==> src/rtl/trade_to_minute_ohlc_vwap_assert.svh <==
// Assertion macros used by the bar builder's top-level RTL file.
`ifndef TRADE_TO_MINUTE_OHLC_VWAP_ASSERT_SVH
`define TRADE_TO_MINUTE_OHLC_VWAP_ASSERT_SVH

// Same-cycle implication, checked on clk and disabled while rst_n is low.
`define TMOV_ASSERT_NOW(label, ante, cons) \
  label: assert property (@(posedge clk) disable iff (!rst_n) (ante) |-> (cons)) \
    else $error("tmov assertion failed");

// Next-cycle implication, checked on clk and disabled while rst_n is low.
`define TMOV_ASSERT_NEXT(label, ante, cons) \
  label: assert property (@(posedge clk) disable iff (!rst_n) (ante) |=> (cons)) \
    else $error("tmov assertion failed");

`endif

==> src/rtl/tmov_pkg.sv <==
// Types and constants shared by the bar builder's modules and interfaces.
package tmov_pkg;

  localparam int TIME_W     = 31;
  localparam int PRICE_W    = 32;
  localparam int VOL_W      = 32;
  localparam int NOTIONAL_W = 64;
  localparam int VOLSUM_W   = 48;
  localparam int COUNT_W    = 24;

  localparam logic [TIME_W-1:0] TIME_MAX    = {TIME_W{1'b1}};
  localparam int                MINUTE_SECS = 60;

  // Bars waiting between the accumulator and the divider.
  localparam int FIFO_DEPTH = 2;

  typedef struct packed {
    logic               start_batch;
    logic [TIME_W-1:0]  trade_time;
    logic [PRICE_W-1:0] trade_price;
    logic [VOL_W-1:0]   trade_volume;
  } trade_t;

  typedef struct packed {
    logic [TIME_W-1:0]   bar_time;
    logic [PRICE_W-1:0]  open_price;
    logic [PRICE_W-1:0]  high_price;
    logic [PRICE_W-1:0]  low_price;
    logic [PRICE_W-1:0]  close_price;
    logic [PRICE_W-1:0]  vwap_price;
    logic [VOLSUM_W-1:0] bar_volume;
    logic [COUNT_W-1:0]  trade_count;
  } bar_t;

  // A closed bar before its average price has been divided out.
  typedef struct packed {
    logic [TIME_W-1:0]     bar_time;
    logic [PRICE_W-1:0]    open_price;
    logic [PRICE_W-1:0]    high_price;
    logic [PRICE_W-1:0]    low_price;
    logic [PRICE_W-1:0]    close_price;
    logic [NOTIONAL_W-1:0] notional;
    logic [VOLSUM_W-1:0]   volume;
    logic [COUNT_W-1:0]    count;
  } acc_bar_t;

endpackage

==> src/rtl/tmov_fifo.sv <==
// Short queue of closed bars between the accumulator and the divider.
module tmov_fifo import tmov_pkg::*; (
  input  logic     clk,
  input  logic     rst_n,
  input  logic     push_valid,
  output logic     push_ready,
  input  acc_bar_t push_data,
  output logic     pop_valid,
  input  logic     pop_ready,
  output acc_bar_t pop_data
);

  localparam int PTR_W = (FIFO_DEPTH > 1) ? $clog2(FIFO_DEPTH) : 1;
  localparam int CNT_W = $clog2(FIFO_DEPTH + 1);

  acc_bar_t           entry_r [FIFO_DEPTH];
  logic [PTR_W-1:0]   wr_ptr_r, rd_ptr_r;
  logic [CNT_W-1:0]   fill_r;
  logic               do_push, do_pop;

  assign push_ready = (fill_r != CNT_W'(FIFO_DEPTH));
  assign pop_valid  = (fill_r != '0);
  assign pop_data   = entry_r[rd_ptr_r];
  assign do_push    = push_valid && push_ready;
  assign do_pop     = pop_valid && pop_ready;

  always_ff @(posedge clk) begin
    if (!rst_n) begin
      wr_ptr_r <= '0;
      rd_ptr_r <= '0;
      fill_r   <= '0;
    end else begin
      if (do_push) begin
        wr_ptr_r <= (wr_ptr_r == PTR_W'(FIFO_DEPTH - 1)) ? '0 : wr_ptr_r + 1'b1;
      end
      if (do_pop) begin
        rd_ptr_r <= (rd_ptr_r == PTR_W'(FIFO_DEPTH - 1)) ? '0 : rd_ptr_r + 1'b1;
      end
      if (do_push && !do_pop) begin
        fill_r <= fill_r + 1'b1;
      end else if (do_pop && !do_push) begin
        fill_r <= fill_r - 1'b1;
      end
    end
  end

  always_ff @(posedge clk) begin
    if (do_push) entry_r[wr_ptr_r] <= push_data;
  end

endmodule

==> config.mk <==
export PLATFORM = sky130hd
export DESIGN_NAME = tmov_fifo
export DESIGN_NICKNAME = d
export VERILOG_FILES = /design/src/rtl/trade_to_minute_ohlc_vwap_assert.svh /design/src/rtl/tmov_pkg.sv /design/src/rtl/tmov_fifo.sv
export SDC_FILE = /design/constraint.sdc
export NUM_CORES = 1
export LEC_CHECK = 0
export ABC_AREA = 1
export BUFFER_PORTS_ARGS = -buffer_cell sky130_fd_sc_hd__buf_2
export CAP_MARGIN = 25
export CORE_ASPECT_RATIO = 0.7
export CORE_MARGIN = 4
export CORE_UTILIZATION = 45
export CTS_CLUSTER_SIZE = 14
export DETAILED_ROUTE_END_ITERATION = 7
export PLACE_DENSITY = 0.7
export REMOVE_ABC_BUFFERS = 1
export SLEW_MARGIN = 30
export SYNTH_ARGS = -nofsm -noshare
export SYNTH_HDL_FRONTEND = slang
export SYNTH_SLANG_ARGS = --single-unit
==> constraint.sdc <==
create_clock -name clk -period 17.76 [get_ports clk]
set_clock_uncertainty 0.05 [all_clocks]
set_input_delay 0.888 -clock clk [delete_from_list [all_inputs] [get_ports clk]]
set_output_delay 0.888 -clock clk [all_outputs]
set_load 0.1 [all_outputs]
==> out/metrics.csv <==
metric,value,unit
root cell of the clock tree,clkbuf_16,
vias after detailed routing,11200,
required time of the critical path,16820,ps
initial antenna violation count,15,
final clock period utilization by the worst path,23.8,%
Max Cap Viol,0,
run status,"finished, final reports clean",
worst rel slew slack,28.4,%
# setup viols final,0,
ranking of synthesized cells by area,"edfxtp_1 82%, mux2_2 14%, buf_6 1.5%",
number of max-slew violations in the final report,0,
post-place instance area,25200,sq um
class of the most critical setup path,flop to output pin,
critical path startpoint category,flop,
biggest area consumer among synthesized cells,edfxtp_1,
y dimension of the die,192,um
H-Tree Level Count,2,
transition time of the tightest slew-check pin,1070,ps
number of violations reported at the end of detailed-routing iteration 0,537,
slowest cell on the critical path,dfxtp_4,
global-route usage over all layers,17.4,%
"most common cell after layout, fill and taps aside",buf_2,
RSZ-0062 raised after global routing,false,
number of DRC violations after detailed routing,0,
pin count of the biggest net entering global routing,169,
clock-pin slew reported for the worst setup and hold paths after clock tree synthesis,70,ps
total I/O pin count,596,
total power density per cell area,188,nW/um^2
placeable core region,47800,sq um
"buffers from clock root to sink, at most",3,
number of gates resized after cts,0,
worst r2r path cells,6,
clock tree from TritonCTS,built,
most frequent cells in the layout,"595 x buf_2, 590 x edfxtp_1, 274 x mux2_2",
HPWL after detailed placement,32300,um
critical-path maximum fanout,168,
count of distinct cell types in the synthesized netlist,16,
maximum frequency from static timing analysis,237,MHz
post-synthesis instance total,955,
remaining number of nets flagged by the antenna check after routing,0,
shortest clock period the worst path allows after layout,4220,ps
number of buffers inserted by hold repair at cts,0,
fin area,26900,sq um
routed vias/inst,5.00,
final global-route overflow total,0,
IO Port Bufs,595,
"Seq/Total Area, Yosys",82.1,%
chip width,270,um
GP Congestion,0.794,
number of warning messages in the yosys log,0,
Row Count,67,
synthesis-to-finish area growth,23.8,%
Final #Nets,1884,
Worst path max stage delay,950,ps
worst hold path type,input pin to flop,
Mapped Avg Cell Area,22.7,sq um
endpoint kind of the worst setup timing path,output pin,
cell leakage power,0.00998,uW
worst hold margin,445,ps
Final Hold Fails,0,
area share of the largest cell type after synthesis,81.6,%
list of cells traversed by the critical path,"buf_12, mux2_2, buf_2",
later-pin clock latency in the skew report,580,ps
instance count along the most critical hold path,1,
number of sinks on the clock net,595,
arrival time reported for the critical path endpoint,3290,ps
Synth Register Bits,595,
accumulated negative setup slack,0,ps
routed wire length,47100,um
number of global-route vias before repair,11700,
drt pass-1 iters,5,
DIE AREA,51900,sq um
mapped cell area,21700,sq um
first-pass GRT wire length,69200,um
starting density of the core,45.4,%
post-CTS setup buffer count,0,
WL per Instance,21.0,um
share of cells above drive strength 1,59.7,%
number of CTS-inserted buffers,54,
worst-case vdd ir drop,0.000153,V
-- routing by layer --
metal / part of all wire (%) / global-route usage (%)
met1: 38 / 20.9
met4: 2.0 / 4.38
met5: 0.30 / 0
met2: 51 / 30.3
met3: 8.6 / 6.12
-- flip-flops by register name, indices dropped and copies added (netlist names), named ones only --
signal    count
wr_ptr_r      1
entry_r     590
rd_ptr_r      1
fill_r        2
-- where the power goes --
part	total (uW)	leakage, uW	switching, uW	internal [uW]
registers	1830	0.00554	55.0	1780
logic	2150	0.00365	1790	365
clock network	1070	0.000782	474	597
-- worst paths after layout --
path,start,endpoint,slack [ps]
setup / recovery,flop,pop_data[269],13540
hold / removal,push_data[106],entry_r[0][106],440
setup reg to reg,fill_r[0],entry_r[0][233],13990
hold reg to reg,rd_ptr_r,flop,460
-- worst max-delay path: cells and delay by family (launching register included) --
family,cells,cell delay (ps)
buf+inv,2,1080
flops,1,950
mux,1,330
-- final cells by class --
type | count | area [sq um]
multi-input combinational | 319 | 3520
clock buffer | 74 | 1450
sequential | 595 | 17800
fill | 3706 | 20900
clock inverter | 23 | 161
inverter | 8 | 30.0
timing repair buffer | 606 | 3100
antenna | 3 | 7.51
tap | 621 | 777
-- cells by family (layout without fill, tap and decap cells) --
group                      after synthesis  in the layout  synth area share (%)
DFF                                    595            595                  82.1
muxes                                  295            295                  15.7
buffers and inverters                   41            711                  1.74
and+or+nand+nor                         19             19                 0.346
AOI/OAI and AO/OA                        4              4                 0.104
adders and majority gates                1              1                0.0576
other                                    0              3                     0
-- Yosys cell counts --
library cell,count
mux2_2,274
nand3_1,1
nand4_1,1
a21oi_1,1
buf_2,4
nor2_1,8
mux2_1,1
o21a_1,1
edfxtp_1,590
nand2_1,9
mux2_4,20
ha_1,1
inv_1,8
o21ai_0,2
buf_6,29
dfxtp_1,5
-- per-stage QoR --
| stage | setup WS [ps] | total power [uW] | util, % | std cells |
|---|---|---|---|---|
| 2_1_floorplan | 3170 | 3840 | - | 922 |
| 3_3_place_gp | 13610 | 4010 | 52.8 | 2148 |
| 3_5_place_dp | 13560 | 4020 | 52.8 | 2148 |
| 4_1_cts | 13490 | 5110 | 56.2 | 2245 |
| 5_1_grt | 13380 | 5230 | 56.2 | 2248 |
| 6_report | 13540 | 5050 | 56.2 | 2249 |
Note: power is estimated with default switching activity, not from simulation.
