[config.mk]
export PLATFORM = sky130hd
export DESIGN_NAME = tmov_back_flat
export DESIGN_NICKNAME = d
export VERILOG_FILES = /design/src/rtl/trade_to_minute_ohlc_vwap_assert.svh /design/src/rtl/tmov_pkg.sv /design/src/rtl/tmov_ifs.sv /design/src/rtl/tmov_back.sv /design/src/flat_wrapper.sv
export SDC_FILE = /design/constraint.sdc
export NUM_CORES = 1
export LEC_CHECK = 0
export BUFFER_PORTS_ARGS = -buffer_cell sky130_fd_sc_hd__buf_2
export CAP_MARGIN = 5
export CORE_MARGIN = 3
export CORE_UTILIZATION = 32
export DETAILED_ROUTE_END_ITERATION = 7
export PLACE_DENSITY = 0.65
export SYNTH_ARGS = -nofsm -noshare
export SYNTH_HDL_FRONTEND = slang
export SYNTH_SLANG_ARGS = --single-unit
[constraint.sdc]
create_clock -name clk -period 9.38 [get_ports clk]
set_clock_uncertainty 0.15 [all_clocks]
set_input_delay 0.938 -clock clk [delete_from_list [all_inputs] [get_ports clk]]
set_output_delay 0.938 -clock clk [all_outputs]
set_load 0.01 [all_outputs]
[src/rtl/trade_to_minute_ohlc_vwap_assert.svh]
// Assertion macros used by the bar builder's top-level RTL file.
`ifndef TRADE_TO_MINUTE_OHLC_VWAP_ASSERT_SVH
`define TRADE_TO_MINUTE_OHLC_VWAP_ASSERT_SVH

// Same-cycle implication, checked on clk and disabled while rst_n is low.
`define TMOV_ASSERT_NOW(label, ante, cons) \
  label: assert property (@(posedge clk) disable iff (!rst_n) (ante) |-> (cons)) \
    else $error("tmov assertion failed");

// Next-cycle implication, checked on clk and disabled while rst_n is low.
`define TMOV_ASSERT_NEXT(label, ante, cons) \
  label: assert property (@(posedge clk) disable iff (!rst_n) (ante) |=> (cons)) \
    else $error("tmov assertion failed");

`endif

[src/rtl/tmov_pkg.sv]
// Types and constants shared by the bar builder's modules and interfaces.
package tmov_pkg;

  localparam int TIME_W     = 31;
  localparam int PRICE_W    = 32;
  localparam int VOL_W      = 32;
  localparam int NOTIONAL_W = 64;
  localparam int VOLSUM_W   = 48;
  localparam int COUNT_W    = 24;

  localparam logic [TIME_W-1:0] TIME_MAX    = {TIME_W{1'b1}};
  localparam int                MINUTE_SECS = 60;

  // Bars waiting between the accumulator and the divider.
  localparam int FIFO_DEPTH = 2;

  typedef struct packed {
    logic               start_batch;
    logic [TIME_W-1:0]  trade_time;
    logic [PRICE_W-1:0] trade_price;
    logic [VOL_W-1:0]   trade_volume;
  } trade_t;

  typedef struct packed {
    logic [TIME_W-1:0]   bar_time;
    logic [PRICE_W-1:0]  open_price;
    logic [PRICE_W-1:0]  high_price;
    logic [PRICE_W-1:0]  low_price;
    logic [PRICE_W-1:0]  close_price;
    logic [PRICE_W-1:0]  vwap_price;
    logic [VOLSUM_W-1:0] bar_volume;
    logic [COUNT_W-1:0]  trade_count;
  } bar_t;

  // A closed bar before its average price has been divided out.
  typedef struct packed {
    logic [TIME_W-1:0]     bar_time;
    logic [PRICE_W-1:0]    open_price;
    logic [PRICE_W-1:0]    high_price;
    logic [PRICE_W-1:0]    low_price;
    logic [PRICE_W-1:0]    close_price;
    logic [NOTIONAL_W-1:0] notional;
    logic [VOLSUM_W-1:0]   volume;
    logic [COUNT_W-1:0]    count;
  } acc_bar_t;

endpackage

[src/rtl/tmov_ifs.sv]


interface tmov_bar_if import tmov_pkg::*; ();
  logic valid;
  logic ready;
  bar_t data;

  modport source (output valid, output data, input ready);
  modport sink (input valid, input data, output ready);
endinterface

[src/rtl/tmov_back.sv]
// Back end: divides notional by volume one quotient bit a cycle and drives bars out.
module tmov_back import tmov_pkg::*; (
  input  logic        clk,
  input  logic        rst_n,
  input  logic        pop_valid,
  output logic        pop_ready,
  input  acc_bar_t    pop_data,
  tmov_bar_if.source  out_bar
);

  localparam int DIV_STEPS = NOTIONAL_W;
  localparam int STEP_W    = $clog2(DIV_STEPS);

  typedef enum logic [2:0] {
    B_IDLE = 3'b001,
    B_DIV  = 3'b010,
    B_OUT  = 3'b100
  } back_state_t;

  back_state_t            state_r, state_nxt;
  acc_bar_t               rec_r;
  logic [NOTIONAL_W-1:0]  dvd_r;
  logic [VOLSUM_W-1:0]    rem_r;
  logic [STEP_W-1:0]      step_r;
  logic                   out_valid_r;
  bar_t                   out_data_r;

  logic [VOLSUM_W:0]      trial;
  logic                   trial_ge;
  logic [VOLSUM_W:0]      trial_diff;
  logic [PRICE_W-1:0]     vwap;
  logic                   out_load;

  assign trial      = {rem_r, dvd_r[NOTIONAL_W-1]};
  assign trial_ge   = (trial >= {1'b0, rec_r.volume});
  assign trial_diff = trial - {1'b0, rec_r.volume};

  // The quotient only outgrows the price width once the volume sum has saturated.
  always_comb begin
    if (rec_r.volume == '0) begin
      vwap = '0;
    end else if (dvd_r[NOTIONAL_W-1:PRICE_W] != '0) begin
      vwap = '1;
    end else begin
      vwap = dvd_r[PRICE_W-1:0];
    end
  end

  assign pop_ready = (state_r == B_IDLE);
  assign out_load  = (state_r == B_OUT) && (!out_valid_r || out_bar.ready);

  always_comb begin
    state_nxt = state_r;
    unique case (state_r)
      B_IDLE: if (pop_valid) state_nxt = B_DIV;
      B_DIV:  if (step_r == STEP_W'(DIV_STEPS - 1)) state_nxt = B_OUT;
      B_OUT:  if (out_load) state_nxt = B_IDLE;
      default: state_nxt = B_IDLE;
    endcase
  end

  always_ff @(posedge clk) begin
    if (!rst_n) begin
      state_r     <= B_IDLE;
      out_valid_r <= 1'b0;
    end else begin
      state_r <= state_nxt;
      if (out_load) begin
        out_valid_r <= 1'b1;
      end else if (out_bar.ready) begin
        out_valid_r <= 1'b0;
      end
    end
  end

  always_ff @(posedge clk) begin
    unique case (state_r)
      B_IDLE: begin
        if (pop_valid) begin
          rec_r  <= pop_data;
          dvd_r  <= pop_data.notional;
          rem_r  <= '0;
          step_r <= '0;
        end
      end
      B_DIV: begin
        rem_r  <= trial_ge ? trial_diff[VOLSUM_W-1:0] : trial[VOLSUM_W-1:0];
        dvd_r  <= {dvd_r[NOTIONAL_W-2:0], trial_ge};
        step_r <= step_r + 1'b1;
      end
      B_OUT: begin
        if (out_load) begin
          out_data_r.bar_time    <= rec_r.bar_time;
          out_data_r.open_price  <= rec_r.open_price;
          out_data_r.high_price  <= rec_r.high_price;
          out_data_r.low_price   <= rec_r.low_price;
          out_data_r.close_price <= rec_r.close_price;
          out_data_r.vwap_price  <= vwap;
          out_data_r.bar_volume  <= rec_r.volume;
          out_data_r.trade_count <= rec_r.count;
        end
      end
      default: begin
      end
    endcase
  end

  assign out_bar.valid = out_valid_r;
  assign out_bar.data  = out_data_r;

endmodule

[src/flat_wrapper.sv]
// flat-port wrapper written by rule: the top's interface ports become plain ports
module tmov_back_flat import tmov_pkg::*;
  (clk, rst_n, pop_valid, pop_ready, pop_data, out_bar_valid, out_bar_data, out_bar_ready);
  tmov_bar_if out_bar_i ();
  input  logic clk;
  input  logic rst_n;
  input  logic pop_valid;
  output logic pop_ready;
  input  acc_bar_t pop_data;
  output wire logic [$bits(out_bar_i.valid)-1:0] out_bar_valid;
  output wire logic [$bits(out_bar_i.data)-1:0] out_bar_data;
  input wire logic [$bits(out_bar_i.ready)-1:0] out_bar_ready;
  assign out_bar_valid = out_bar_i.valid;
  assign out_bar_data = out_bar_i.data;
  assign out_bar_i.ready = out_bar_ready;
  tmov_back u_core (.clk(clk), .rst_n(rst_n), .pop_valid(pop_valid), .pop_ready(pop_ready), .pop_data(pop_data), .out_bar(out_bar_i));
endmodule
==> metrics.yaml <==
outcome:
  status: "completed"
route:
  drt-wirelength-per-cell_um: 20.4
  detail_route.drc_violations: 0
  detailedRoute.firstPassIterationCount: 5
  initialDrtViolationCount: 1238
  drtAntennaViolNets: 0
  routed_via_density: 4.71
  route.vias.total: 14660
  total_detailed_routing_wirelength_mm: 63.4
clocking:
  postCtsResizedCells: 0
  cts_inserted_buffers: 67
  clock_sink_count: 616
  cts_tree: "built"
  root_buffer: "sky130_fd_sc_hd__clkbuf_16"
  h-tree-depth: 3
  post-cts-setup-buffers: 0
  worst_setup_hold_path_clk_slew_ps: 60
  cts.path.max_buffers: 3
  hold_buffers: 0
  clk-insertion-delay-late_ps: 600
logic_synthesis:
  netlist_instances: 1509
  synth_warnings: 0
  syn_area_mm2: 0.0234
  synth.lib_cells_used.distinct: 58
  synth-main-ff-cell: "sky130_fd_sc_hd__edfxtp_1"
  synth.ff_latch_count: 616
  number_of_enable_flip_flop_cells_after_synthesis: 612
  synthTopCellsByArea: "sky130_fd_sc_hd__edfxtp_1 78%, sky130_fd_sc_hd__nand2_1 4.4%, sky130_fd_sc_hd__ha_1 2.6%"
  synth_top_area_share_pct: 78.5
  synth-seq-area-share_pct: 78.8
  postSynthAreaPerCell_um2: 15.5
  async_flop_share_pct: 0
  yosysTopAreaCell: "sky130_fd_sc_hd__edfxtp_1"
  syn_nets: 1858
power_and_ir_drop:
  post-layout-total-power_uw: 6310
  irDropWorstVdd_mv: 0.152
  internal-power_uw: 4870
  p_sw_share_pct: 22.8
  cellPowerDensity_mw_per_mm2: 214
  p_leak_uw: 0.0115
  power.share.sequential_pct: 51.5
  total_switching_power_uw: 1440
  clk_pwr_share_pct: 40.5
  power_frac_comb_pct: 8.1
critical_path:
  startpoint_of_the_lowest_slack_register_to_register_path: "u_core.dvd_r[63]"
  arrival_ps: 4650
  criticalPathCategory: "register to register"
  endpoint_kind: "register"
  critPathLaunchType: "register"
  regToRegSetupSlack_ps: 4990
  worst_ep_required_time_ps: 9640
  timing.critical_path.from: "u_core.dvd_r[63]"
  r2r_endpoint: "u_core.rem_r[22]"
  reg2reg_depth: 13
  critical_path_peak_fanout: 25
timing:
  clock_period_minus_final_worst_setup_slack_ps: 4390
  finalHoldWorstSlack_ps: 254
  worst_slew_pin_slew_ps: 1220
  rsz0062_at_grt: "no"
  setup-tns-final_ps: 0
  maxSlewHeadroom_pct: 18.5
  report.final.slew_viol_count: 0
  max_freq_mhz: 228
  finalCritPeriodShare_pct: 46.8
  finalWorstSetupSlack_ps: 4990
  timing_hold_violations_final: 0
  report.final.setup_viol: 0
global_route:
  grt_max_degree: 134
  grt_pass1_wl_mm: 93.5
  first_global_vias: 15106
  overall_track_demand_over_capacity_in_global_routing_pct: 16.0
  grt_antenna_before_repair: 21
  grt_overflow_total: 0
run:
  cap_violations: 0
cells_and_area:
  flow.area_growth_from_synthesis_pct: 26.0
  final_layout_size_suffix_gt1_share_pct: 31.4
  num-fill-cells: 6659
  layout.nets: 2452
  final_cells: 3111
hold_path:
  hold_class: "register to register"
  worst_hold_path.endpoint: "u_core.out_bar.data[174]"
  worst_hold_path.num_cells: 0
  min_from: "u_core.rec_r[206]"
placed_design:
  dp_hpwl_mm: 45.4
  placed_cells_incl_taps: 2984
  dp_worst_setup_slack_ps: 4940
  io_buffer_count: 563
  place.gp.congestion: 0.898
floorplan:
  floorplan.io_pins: 564
  design.core.area_mm2: 0.0720
  start_util_pct: 32.5
  die_height_um: 277
  chipWidth_um: 277
  fp-row-count: 98
  dieArea_mm2: 0.0765
[placed cells by master (no fill, tap or decap), drive strengths merged, types with 7 or more instances in the layout]
cell type    n
xnor2       31
nor2        61
ha          49
o21ai       36
clkbuf      82
nand3       19
buf        574
clkinv      22
a21o        26
nor4        21
nand2      277
inv         53
xor2        17
a31oi        7
o21bai       7
a211oi      16
a21oi       83
and3        11
nand4       14
diode       16
nor3        10
o21a        37
edfxtp     612
[sequential cells by signal, indices dropped and copies added (netlist names)]
register and flops:
u_core.out_bar.data 263, u_core.rec_r 231, u_core.dvd_r 64, u_core.rem_r 48, u_core.step_r 6, u_core.state_r 3, u_core.out_bar.valid 1
[metal layers]
metal	up-vias	GRT usage [%]	share of wire (%)
li1	6821	-	-
met5	-	0	0.043
met4	4	6.09	3.3
met2	583	26.4	49
met3	122	4.28	7.1
met1	7130	20.2	41
[cell families after synthesis]
kind of cell | Yosys count | synth area share (%)
AO/OA/AOI/OAI | 245 | 6.70
XOR/XNOR | 48 | 1.79
adder cells (fa/ha/maj) | 50 | 2.70
buffers and inverters | 101 | 1.68
flip-flops | 616 | 78.8
multiplexers | 1 | 0.0427
AND/OR/NAND/NOR | 448 | 8.28
[worst max path at each step]
stage,slack (ps),to,cells after the start
after detailed placement,4940,u_core.rem_r[46],12
after global placement,5000,u_core.rem_r[46],12
after CTS,4930,u_core.rem_r[12],13
after floorplan,560,u_core.state_r[0],3
after global routing,4580,u_core.rem_r[12],13
final,4990,u_core.rem_r[22],13
[power by group through the flow]
stage / Sequential [uW] / Clock, uW / Combinational (uW)
floorplan: 3300 / 0 / 332
global placement: 3300 / 0 / 507
detailed placement: 3300 / 0 / 509
CTS: 3250 / 2640 / 512
global route: 3260 / 2750 / 568
finish: 3250 / 2550 / 509
[critical path: stages, from the launching register on]
cell	delay [ps]
sky130_fd_sc_hd__edfxtp_1	480
sky130_fd_sc_hd__inv_1	80
sky130_fd_sc_hd__ha_1	230
sky130_fd_sc_hd__nor2b_1	170
sky130_fd_sc_hd__o2111ai_1	180
sky130_fd_sc_hd__a21oi_1	190
sky130_fd_sc_hd__a311oi_1	170
sky130_fd_sc_hd__a22oi_1	420
sky130_fd_sc_hd__a21oi_2	160
sky130_fd_sc_hd__or2_1	300
sky130_fd_sc_hd__o21ai_2	940
sky130_fd_sc_hd__buf_4	440
sky130_fd_sc_hd__nor2_1	70
sky130_fd_sc_hd__a211oi_1	210
[area by class of cell]
| type | instances | area [um2] | area share [%] |
|---|---|---|---|
| diodes | 16 | 40.0 | 0.136 |
| clock inverters | 29 | 344 | 1.17 |
| well taps | 950 | 1190 | 4.03 |
| multi-input cells | 792 | 4600 | 15.6 |
| clock buffers | 82 | 1770 | 6.01 |
| inverters | 52 | 195 | 0.661 |
| flip-flops and latches | 616 | 18500 | 62.5 |
| repair buffers | 574 | 2910 | 9.87 |
[per-stage QoR]
step / utilization (%) / cell area (um2)
5_1_grt: 41.0 / 29500
4_1_cts: 40.9 / 29500
3_5_place_dp: 38.0 / 27400
2_1_floorplan: - / 23400
6_report: 41.0 / 29500
3_3_place_gp: 38.0 / 27400
[synth_stat cells, types with 6 or more instances]
cell                       count
sky130_fd_sc_hd__edfxtp_1    612
sky130_fd_sc_hd__nand2_1     277
sky130_fd_sc_hd__a21oi_1      82
sky130_fd_sc_hd__nor2_1       61
sky130_fd_sc_hd__inv_1        52
sky130_fd_sc_hd__ha_1         49
sky130_fd_sc_hd__clkbuf_1     37
sky130_fd_sc_hd__o21a_1       37
sky130_fd_sc_hd__xnor2_1      31
sky130_fd_sc_hd__a21o_1       26
sky130_fd_sc_hd__o21ai_0      26
sky130_fd_sc_hd__nor4_1       21
sky130_fd_sc_hd__nand3_1      19
sky130_fd_sc_hd__xor2_1       17
sky130_fd_sc_hd__a211oi_1     16
sky130_fd_sc_hd__nand4_1      14
sky130_fd_sc_hd__and3_1       11
sky130_fd_sc_hd__buf_2        11
sky130_fd_sc_hd__nor3_1       10
sky130_fd_sc_hd__o21ai_1      10
sky130_fd_sc_hd__a31oi_1       7
sky130_fd_sc_hd__o21bai_1      7
sky130_fd_sc_hd__and2_1        6
sky130_fd_sc_hd__nand2b_1      6
sky130_fd_sc_hd__nor2b_1       6
Power figures use the tool's default switching activity.
