### src/rtl/trade_to_minute_ohlc_vwap_assert.svh
// Assertion macros used by the bar builder's top-level RTL file.
`ifndef TRADE_TO_MINUTE_OHLC_VWAP_ASSERT_SVH
`define TRADE_TO_MINUTE_OHLC_VWAP_ASSERT_SVH

// Same-cycle implication, checked on clk and disabled while rst_n is low.
`define TMOV_ASSERT_NOW(label, ante, cons) \
  label: assert property (@(posedge clk) disable iff (!rst_n) (ante) |-> (cons)) \
    else $error("tmov assertion failed");

// Next-cycle implication, checked on clk and disabled while rst_n is low.
`define TMOV_ASSERT_NEXT(label, ante, cons) \
  label: assert property (@(posedge clk) disable iff (!rst_n) (ante) |=> (cons)) \
    else $error("tmov assertion failed");

`endif

### src/rtl/tmov_pkg.sv
// Types and constants shared by the bar builder's modules and interfaces.
package tmov_pkg;

  localparam int TIME_W     = 31;
  localparam int PRICE_W    = 32;
  localparam int VOL_W      = 32;
  localparam int NOTIONAL_W = 64;
  localparam int VOLSUM_W   = 48;
  localparam int COUNT_W    = 24;

  localparam logic [TIME_W-1:0] TIME_MAX    = {TIME_W{1'b1}};
  localparam int                MINUTE_SECS = 60;

  // Bars waiting between the accumulator and the divider.
  localparam int FIFO_DEPTH = 2;

  typedef struct packed {
    logic               start_batch;
    logic [TIME_W-1:0]  trade_time;
    logic [PRICE_W-1:0] trade_price;
    logic [VOL_W-1:0]   trade_volume;
  } trade_t;

  typedef struct packed {
    logic [TIME_W-1:0]   bar_time;
    logic [PRICE_W-1:0]  open_price;
    logic [PRICE_W-1:0]  high_price;
    logic [PRICE_W-1:0]  low_price;
    logic [PRICE_W-1:0]  close_price;
    logic [PRICE_W-1:0]  vwap_price;
    logic [VOLSUM_W-1:0] bar_volume;
    logic [COUNT_W-1:0]  trade_count;
  } bar_t;

  // A closed bar before its average price has been divided out.
  typedef struct packed {
    logic [TIME_W-1:0]     bar_time;
    logic [PRICE_W-1:0]    open_price;
    logic [PRICE_W-1:0]    high_price;
    logic [PRICE_W-1:0]    low_price;
    logic [PRICE_W-1:0]    close_price;
    logic [NOTIONAL_W-1:0] notional;
    logic [VOLSUM_W-1:0]   volume;
    logic [COUNT_W-1:0]    count;
  } acc_bar_t;

endpackage

### src/rtl/tmov_ifs.sv
// Valid/ready channel interfaces for trades in and bars out.
interface tmov_trade_if import tmov_pkg::*; ();
  logic   valid;
  logic   ready;
  trade_t data;

  modport source (output valid, output data, input ready);
  modport sink (input valid, input data, output ready);
endinterface


### src/rtl/tmov_front.sv
// Front end: takes trades, updates the open bar and hands closed bars on.
module tmov_front import tmov_pkg::*; (
  input  logic          clk,
  input  logic          rst_n,
  tmov_trade_if.sink    in_trade,
  output logic          push_valid,
  input  logic          push_ready,
  output acc_bar_t      push_data
);

  localparam int                QUO_W    = 26;
  localparam int                QUO_LSB  = 35;
  localparam logic [31:0]       RECIP_15 = 32'h8888_8889;
  localparam logic [COUNT_W-1:0] COUNT_MAX = {COUNT_W{1'b1}};
  localparam logic [VOLSUM_W-1:0] VOLSUM_MAX = {VOLSUM_W{1'b1}};

  typedef enum logic [2:0] {
    F_IDLE = 3'b001,
    F_MUL  = 3'b010,
    F_ACC  = 3'b100
  } front_state_t;

  front_state_t state_r, state_nxt;

  logic                start_r;
  logic [TIME_W-1:0]   time_r;
  logic [PRICE_W-1:0]  price_r;
  logic [VOL_W-1:0]    vol_r;
  logic [63:0]         prod_r;
  logic [QUO_W-1:0]    quo_r;

  logic [TIME_W-1:0]     boundary_r, boundary_nxt;
  logic [PRICE_W-1:0]    open_r, open_nxt;
  logic [PRICE_W-1:0]    high_r, high_nxt;
  logic [PRICE_W-1:0]    low_r, low_nxt;
  logic [PRICE_W-1:0]    close_r, close_nxt;
  logic [NOTIONAL_W-1:0] notional_r, notional_nxt;
  logic [VOLSUM_W-1:0]   volume_r, volume_nxt;
  logic [COUNT_W-1:0]    count_r, count_nxt;

  logic [31:0]         round_sum;
  logic [61:0]         quo_prod;
  logic [31:0]         up_time;
  logic [TIME_W-1:0]   up_clamped;
  logic [TIME_W-1:0]   bound;
  logic [31:0]         bound_adv;

  logic [PRICE_W-1:0]    base_open, base_high, base_low;
  logic [NOTIONAL_W-1:0] base_notional;
  logic [VOLSUM_W-1:0]   base_volume;
  logic [COUNT_W-1:0]    base_count;
  logic [NOTIONAL_W:0]   notional_sum;
  logic [VOLSUM_W:0]     volume_sum;
  logic [PRICE_W-1:0]    upd_open, upd_high, upd_low;
  logic [NOTIONAL_W-1:0] upd_notional;
  logic [VOLSUM_W-1:0]   upd_volume;
  logic [COUNT_W-1:0]    upd_count;

  logic bar_close;
  logic acc_done;

  // Round-up to a minute: floor((t + 59) / 60) as (x / 4) / 15 by reciprocal.
  assign round_sum = {1'b0, time_r} + 32'(MINUTE_SECS - 1);
  assign quo_prod  = round_sum[31:2] * RECIP_15;

  assign up_time    = 32'(quo_r) * 32'(MINUTE_SECS);
  assign up_clamped = (up_time > {1'b0, TIME_MAX}) ? TIME_MAX : up_time[TIME_W-1:0];
  assign bound      = start_r ? up_clamped : boundary_r;
  assign bound_adv  = {1'b0, bound} + 32'(MINUTE_SECS);

  // A batch start accumulates into a freshly cleared bar.
  assign base_open     = start_r ? '0 : open_r;
  assign base_high     = start_r ? '0 : high_r;
  assign base_low      = start_r ? '1 : low_r;
  assign base_notional = start_r ? '0 : notional_r;
  assign base_volume   = start_r ? '0 : volume_r;
  assign base_count    = start_r ? '0 : count_r;

  assign notional_sum = {1'b0, base_notional} + {1'b0, prod_r};
  assign volume_sum   = {1'b0, base_volume} + (VOLSUM_W + 1)'(vol_r);

  assign upd_open     = (base_count == '0) ? price_r : base_open;
  assign upd_high     = (price_r > base_high) ? price_r : base_high;
  assign upd_low      = (price_r < base_low) ? price_r : base_low;
  assign upd_notional = notional_sum[NOTIONAL_W] ? '1 : notional_sum[NOTIONAL_W-1:0];
  assign upd_volume   = volume_sum[VOLSUM_W] ? VOLSUM_MAX : volume_sum[VOLSUM_W-1:0];
  assign upd_count    = (base_count == COUNT_MAX) ? COUNT_MAX : base_count + 1'b1;

  assign bar_close = (time_r >= bound);
  assign acc_done  = (state_r == F_ACC) && (!bar_close || push_ready);

  assign push_valid = (state_r == F_ACC) && bar_close;
  always_comb begin
    push_data.bar_time    = bound;
    push_data.open_price  = upd_open;
    push_data.high_price  = upd_high;
    push_data.low_price   = upd_low;
    push_data.close_price = price_r;
    push_data.notional    = upd_notional;
    push_data.volume      = upd_volume;
    push_data.count       = upd_count;
  end

  assign in_trade.ready = (state_r == F_IDLE) || acc_done;

  always_comb begin
    state_nxt = state_r;
    unique case (state_r)
      F_IDLE: if (in_trade.valid) state_nxt = F_MUL;
      F_MUL:  state_nxt = F_ACC;
      F_ACC: begin
        if (acc_done) state_nxt = in_trade.valid ? F_MUL : F_IDLE;
      end
      default: state_nxt = F_IDLE;
    endcase
  end

  always_comb begin
    boundary_nxt = boundary_r;
    open_nxt     = open_r;
    high_nxt     = high_r;
    low_nxt      = low_r;
    close_nxt    = close_r;
    notional_nxt = notional_r;
    volume_nxt   = volume_r;
    count_nxt    = count_r;
    if (acc_done) begin
      if (bar_close) begin
        boundary_nxt = (bound_adv > {1'b0, TIME_MAX}) ? TIME_MAX : bound_adv[TIME_W-1:0];
        open_nxt     = '0;
        high_nxt     = '0;
        low_nxt      = '1;
        close_nxt    = '0;
        notional_nxt = '0;
        volume_nxt   = '0;
        count_nxt    = '0;
      end else begin
        boundary_nxt = bound;
        open_nxt     = upd_open;
        high_nxt     = upd_high;
        low_nxt      = upd_low;
        close_nxt    = price_r;
        notional_nxt = upd_notional;
        volume_nxt   = upd_volume;
        count_nxt    = upd_count;
      end
    end
  end

  always_ff @(posedge clk) begin
    if (!rst_n) begin
      state_r    <= F_IDLE;
      boundary_r <= '0;
      open_r     <= '0;
      high_r     <= '0;
      low_r      <= '1;
      close_r    <= '0;
      notional_r <= '0;
      volume_r   <= '0;
      count_r    <= '0;
    end else begin
      state_r    <= state_nxt;
      boundary_r <= boundary_nxt;
      open_r     <= open_nxt;
      high_r     <= high_nxt;
      low_r      <= low_nxt;
      close_r    <= close_nxt;
      notional_r <= notional_nxt;
      volume_r   <= volume_nxt;
      count_r    <= count_nxt;
    end
  end

  always_ff @(posedge clk) begin
    if (in_trade.valid && in_trade.ready) begin
      start_r <= in_trade.data.start_batch;
      time_r  <= in_trade.data.trade_time;
      price_r <= in_trade.data.trade_price;
      vol_r   <= in_trade.data.trade_volume;
    end
    if (state_r == F_MUL) begin
      prod_r <= 64'(price_r) * 64'(vol_r);
      quo_r  <= quo_prod[QUO_LSB +: QUO_W];
    end
  end

endmodule

### src/flat_wrapper.sv
// flat-port wrapper written by rule: the top's interface ports become plain ports
module tmov_front_flat import tmov_pkg::*;
  (clk, rst_n, push_valid, push_ready, push_data, in_trade_valid, in_trade_data, in_trade_ready);
  tmov_trade_if in_trade_i ();
  input  logic clk;
  input  logic rst_n;
  output logic push_valid;
  input  logic push_ready;
  output acc_bar_t push_data;
  input wire logic [$bits(in_trade_i.valid)-1:0] in_trade_valid;
  input wire logic [$bits(in_trade_i.data)-1:0] in_trade_data;
  output wire logic [$bits(in_trade_i.ready)-1:0] in_trade_ready;
  assign in_trade_i.valid = in_trade_valid;
  assign in_trade_i.data = in_trade_data;
  assign in_trade_ready = in_trade_i.ready;
  tmov_front u_core (.clk(clk), .rst_n(rst_n), .in_trade(in_trade_i), .push_valid(push_valid), .push_ready(push_ready), .push_data(push_data));
endmodule
### config.mk
export PLATFORM = sky130hd
export DESIGN_NAME = tmov_front_flat
export DESIGN_NICKNAME = d
export VERILOG_FILES = /design/src/rtl/trade_to_minute_ohlc_vwap_assert.svh /design/src/rtl/tmov_pkg.sv /design/src/rtl/tmov_ifs.sv /design/src/rtl/tmov_front.sv /design/src/flat_wrapper.sv
export SDC_FILE = /design/constraint.sdc
export NUM_CORES = 2
export LEC_CHECK = 0
export BUFFER_PORTS_ARGS = -buffer_cell sky130_fd_sc_hd__buf_2
export CORE_AREA = 2 2 321 323
export CTS_CLUSTER_SIZE = 28
export DETAILED_ROUTE_END_ITERATION = 8
export DIE_AREA = 0 0 323 325
export PLACE_DENSITY = 0.88
export SLEW_MARGIN = 10
export SYNTH_ARGS = -nofsm -noshare
export SYNTH_HDL_FRONTEND = slang
export SYNTH_SLANG_ARGS = --single-unit
### constraint.sdc
create_clock -name clk -period 35 [get_ports clk]
set_input_delay 5.25 -clock clk [delete_from_list [all_inputs] [get_ports clk]]
set_output_delay 5.25 -clock clk [all_outputs]
set_load 0.05 [all_outputs]
==> flow_summary.html <==
<table>
<tr><th>Metric</th><th>Value</th></tr>
<tr><th colspan="2">Status</th></tr>
<tr><td>Result of the run</td><td>complete, no violations</td></tr>
<tr><th colspan="2">Clocking</th></tr>
<tr><td>Count of hold buffers inserted by post-cts repair</td><td>0</td></tr>
<tr><td>Clock-pin slew on the worst setup and hold paths</td><td>0.06 ns</td></tr>
<tr><td>Clock tree from TritonCTS</td><td>built</td></tr>
<tr><td>Htree depth</td><td>2</td></tr>
<tr><td>Clock sink count</td><td>452</td></tr>
<tr><td>Count of instances resized after the clock tree is built</td><td>0</td></tr>
<tr><td>Root buf cell</td><td>sky130_fd_sc_hd__clkbuf_16</td></tr>
<tr><td>Post-CTS setup buffer count</td><td>0</td></tr>
<tr><td>Cts bufs inserted</td><td>51</td></tr>
<tr><td>Clock insertion delay at the later pin of the skew report</td><td>0.66 ns</td></tr>
<tr><td>Maximum buffer depth of the clock tree</td><td>3</td></tr>
<tr><th colspan="2">Placed design</th></tr>
<tr><td>Placer's final routability congestion estimate</td><td>1.007</td></tr>
<tr><td>DP Area</td><td>72530 um^2</td></tr>
<tr><td>Port Buffers</td><td>396</td></tr>
<tr><td>Detailed placement HPWL</td><td>169300 um</td></tr>
<tr><th colspan="2">Synthesis</th></tr>
<tr><td>Cell types occupying the most area after synthesis</td><td>sky130_fd_sc_hd__fa_1, sky130_fd_sc_hd__ha_1, sky130_fd_sc_hd__edfxtp_1</td></tr>
<tr><td>Number of different library cells in the post-synthesis netlist</td><td>90</td></tr>
<tr><td>Post-synthesis cell area</td><td>69610 um^2</td></tr>
<tr><td>Count of state elements after synthesis</td><td>452</td></tr>
<tr><td>Number of warning messages in the yosys log</td><td>0</td></tr>
<tr><td>Syn Inst Count</td><td>7673</td></tr>
<tr><td>Net Count, Synth</td><td>9571</td></tr>
<tr><td>Area share of the largest cell type after synthesis</td><td>30.51%</td></tr>
<tr><td>Number of flops mapped to enable cells by yosys</td><td>186</td></tr>
<tr><td>Average instance area after synthesis</td><td>9.072 um^2</td></tr>
<tr><td>Sequential element share of the synthesized area</td><td>15.67%</td></tr>
<tr><td>Most common cell in the synthesized netlist</td><td>sky130_fd_sc_hd__inv_1</td></tr>
<tr><td>Commonest cells in the netlist</td><td>sky130_fd_sc_hd__inv_1, sky130_fd_sc_hd__fa_1, sky130_fd_sc_hd__nand2_1, sky130_fd_sc_hd__ha_1, sky130_fd_sc_hd__and2_1</td></tr>
<tr><td>Top_reg_cell synth</td><td>sky130_fd_sc_hd__dfxtp_1</td></tr>
<tr><td>Share of async-settable or async-resettable flops after synthesis</td><td>0%</td></tr>
<tr><td>Cell taking the most area after synthesis</td><td>sky130_fd_sc_hd__fa_1</td></tr>
<tr><th colspan="2">Die</th></tr>
<tr><td>Starting density of the core</td><td>68.72%</td></tr>
<tr><td>Die area</td><td>105000 um^2</td></tr>
<tr><td>Core footprint</td><td>101300 um^2</td></tr>
<tr><td>Die outline width</td><td>323 um</td></tr>
<tr><td>Number of top-level pins</td><td>397</td></tr>
<tr><td>Die span in y</td><td>325 um</td></tr>
<tr><td>Standard-cell rows</td><td>117</td></tr>
<tr><th colspan="2">Timing</th></tr>
<tr><td>Final hold violations</td><td>0</td></tr>
<tr><td>Summed negative setup slack over all endpoints</td><td>0 ns</td></tr>
<tr><td>Final critical path time including I/O delays and setup</td><td>13.21 ns</td></tr>
<tr><td>Highest attainable clock frequency</td><td>75.71 MHz</td></tr>
<tr><td>Relative max-transition margin</td><td>19.18%</td></tr>
<tr><td>Max-slew violation count</td><td>0</td></tr>
<tr><td>Worst-Margin Slew</td><td>1.212 ns</td></tr>
<tr><td>Final setup violation count</td><td>0</td></tr>
<tr><td>Clock Skew</td><td>0.03373 ns</td></tr>
<tr><td>Unrepaired setup endpoints after global routing</td><td>false</td></tr>
<tr><td>Share of the clock period used by the worst path after layout</td><td>37.74%</td></tr>
<tr><th colspan="2">Route</th></tr>
<tr><td>Routed WL per cell</td><td>24.11 um</td></tr>
<tr><td>Detailed Route WL</td><td>222700 um</td></tr>
<tr><td>Drc violations</td><td>0</td></tr>
<tr><td>DRC violation total after the first TritonRoute iteration</td><td>6148</td></tr>
<tr><td>Length of the first detailed-routing pass in iterations</td><td>9</td></tr>
<tr><td>Number of routed nets with antenna violations</td><td>0</td></tr>
<tr><td>Ratio of routed vias to standard cells</td><td>6.344</td></tr>
<tr><td>Detailed-route via count</td><td>58600</td></tr>
<tr><th colspan="2">Critical path</th></tr>
<tr><td>Delay of the slowest critical-path stage</td><td>0.63 ns</td></tr>
<tr><td>Worst Setup Start Kind</td><td>flip-flop</td></tr>
<tr><td>Reg-to-reg endpoint</td><td>u_core.quo_r[25]$_DFFE_PP_</td></tr>
<tr><td>Worst setup startpoint</td><td>u_core.quo_r[11]$_DFFE_PP_</td></tr>
<tr><td>Maximum fanout along the worst path</td><td>21</td></tr>
<tr><td>Worst reg2reg setup slack</td><td>25.21 ns</td></tr>
<tr><td>Worst reg2reg startpoint</td><td>u_core.time_r[2]$_DFFE_PP_</td></tr>
<tr><td>Cell family contributing the most delay on the critical path</td><td>compound AO/OA/AOI/OAI gates</td></tr>
<tr><td>Critical path class</td><td>reg2out</td></tr>
<tr><td>R2R cell count</td><td>36</td></tr>
<tr><td>Critical path arrival</td><td>7.96 ns</td></tr>
<tr><td>WP buf/inv</td><td>4</td></tr>
<tr><td>Most frequent cell on the critical path</td><td>sky130_fd_sc_hd__a21oi_1</td></tr>
<tr><td>CP endpoint</td><td>in_trade_ready</td></tr>
<tr><td>Worst path depth</td><td>26</td></tr>
<tr><td>Slowest stage cell on the critical path</td><td>sky130_fd_sc_hd__o31a_1</td></tr>
<tr><td>Required time of the critical path</td><td>29.75 ns</td></tr>
<tr><td>Category of the worst setup path capture point</td><td>output port</td></tr>
<tr><th colspan="2">GRT</th></tr>
<tr><td>Total global-route track usage</td><td>42.61%</td></tr>
<tr><td>Initial antenna violation count</td><td>11</td></tr>
<tr><td>Largest net degree at the start of global routing</td><td>150</td></tr>
<tr><td>Global-route congestion overflow total</td><td>0</td></tr>
<tr><td>Wire length of the first global-routing pass</td><td>342900 um</td></tr>
<tr><td>Number of global-route vias before repair</td><td>60940</td></tr>
<tr><th colspan="2">Layout</th></tr>
<tr><td>Filler cells</td><td>7164</td></tr>
<tr><td>Proportion of layout cells with a drive suffix above 1</td><td>7.867%</td></tr>
<tr><td>Nets</td><td>9711</td></tr>
<tr><td>Area added between synthesis and finish</td><td>6.651%</td></tr>
<tr><td>Final standard cell area without fillers</td><td>74240 um^2</td></tr>
<tr><th colspan="2">Flow run</th></tr>
<tr><td># Max-Cap Violations</td><td>0</td></tr>
<tr><th colspan="2">Worst hold path</th></tr>
<tr><td>Path class of the lowest-slack min-delay path</td><td>reg2reg</td></tr>
</table>
## worst min-delay path by stage
stage	startpoint	cells past startpoint	slack [ns]	end
after floorplan	u_core.high_r[0]$_SDFFE_PN0P_	1	0.43	u_core.high_r[0]$_SDFFE_PN0P_
after global placement	u_core.low_r[27]$_SDFFE_PN1P_	1	0.44	u_core.low_r[27]$_SDFFE_PN1P_
after detailed placement	u_core.notional_r[3]$_SDFFE_PN0P_	1	0.45	u_core.notional_r[3]$_SDFFE_PN0P_
after CTS	u_core.low_r[12]$_SDFFE_PN1P_	1	0.46	u_core.low_r[12]$_SDFFE_PN1P_
after global routing	u_core.low_r[24]$_SDFFE_PN1P_	1	0.47	u_core.low_r[24]$_SDFFE_PN1P_
final	u_core.low_r[3]$_SDFFE_PN1P_	1	0.47	u_core.low_r[3]$_SDFFE_PN1P_
## logic make-up after synthesis
kind of cell	Yosys count	synth area share [%]
AO/OA/AOI/OAI	1275	12.16
XOR/XNOR	269	3.385
adder cells (fa/ha/maj)	1798	43.76
buffers and inverters	1621	8.770
flip-flops	452	15.67
multiplexers	39	0.5626
AND/OR/NAND/NOR	2219	15.69
## metal layers
layer / global-route usage, % / share of wire [%] / vias up
li1: - / - / 25180
met1: 51.51 / 35 / 28340
met2: 64.56 / 44 / 3995
met3: 14.03 / 13 / 1080
met4: 29.30 / 8.5 / 6
met5: 0 / 0.018 / -
## area by class of cell
class / instances / area (um^2) / share of cell area (%)
multi-input cells: 5600 / 52670 / 70.94
flip-flops and latches: 452 / 10910 / 14.70
inverters: 1226 / 4603 / 6.200
repair buffers: 482 / 2640 / 3.556
well taps: 1368 / 1712 / 2.306
clock buffers: 65 / 1379 / 1.857
clock inverters: 31 / 297.8 / 0.4011
diodes: 13 / 32.53 / 0.04382
## metrics by stage
stage / hold WS (ns) / worst slack, ns / instances / utilization, %
global placement: 0.4437 / 22.76 / 9128 / 71.60
global route: 0.4726 / 21.33 / 9230 / 73.27
detailed placement: 0.4506 / 22.68 / 9128 / 71.60
finish: 0.4665 / 21.79 / 9237 / 73.29
CTS: 0.4647 / 21.95 / 9224 / 73.25
floorplan: 0.4347 / 20.45 / 7673 / -
## placed cells by master (no fill, tap or decap), drive strengths merged, types with 43 or more instances in the layout
cell type and n:
and2 423, nor2 248, edfxtp 186, dfxtp 266
a22oi 82, fa 1061, and3 54, a21o 152
nand4 61, o21ai 264, a21oi 322, o21a 43
xor2 96, nand3 132, nor2b 230, nor3 47
a22o 107, clkbuf 65, inv 1226, nand2 903
ha 737, buf 482, xnor2 173
## state kept, by name, summed over array words and instances (netlist names)
signal	flops
u_core.volume_r	48
u_core.high_r	32
u_core.start_r	1
u_core.time_r	31
u_core.vol_r	32
u_core.price_r	32
u_core.low_r	32
u_core.boundary_r	31
u_core.count_r	24
u_core.quo_r	26
u_core.prod_r	64
u_core.open_r	32
u_core.notional_r	64
u_core.state_r	3
## worst reg2reg max path, delay by kind of cell (launching register included)
family          cells  cell delay (ns)
flops               1             0.45
xor+xnor            2             0.59
fa+ha+maj           8             3.39
buf+inv             4             0.25
compound gates      6             1.19
simple gates       16             3.75
Power is not shown: default switching activity piles up to over one toggle a cycle in this logic, so the estimate is an artifact.
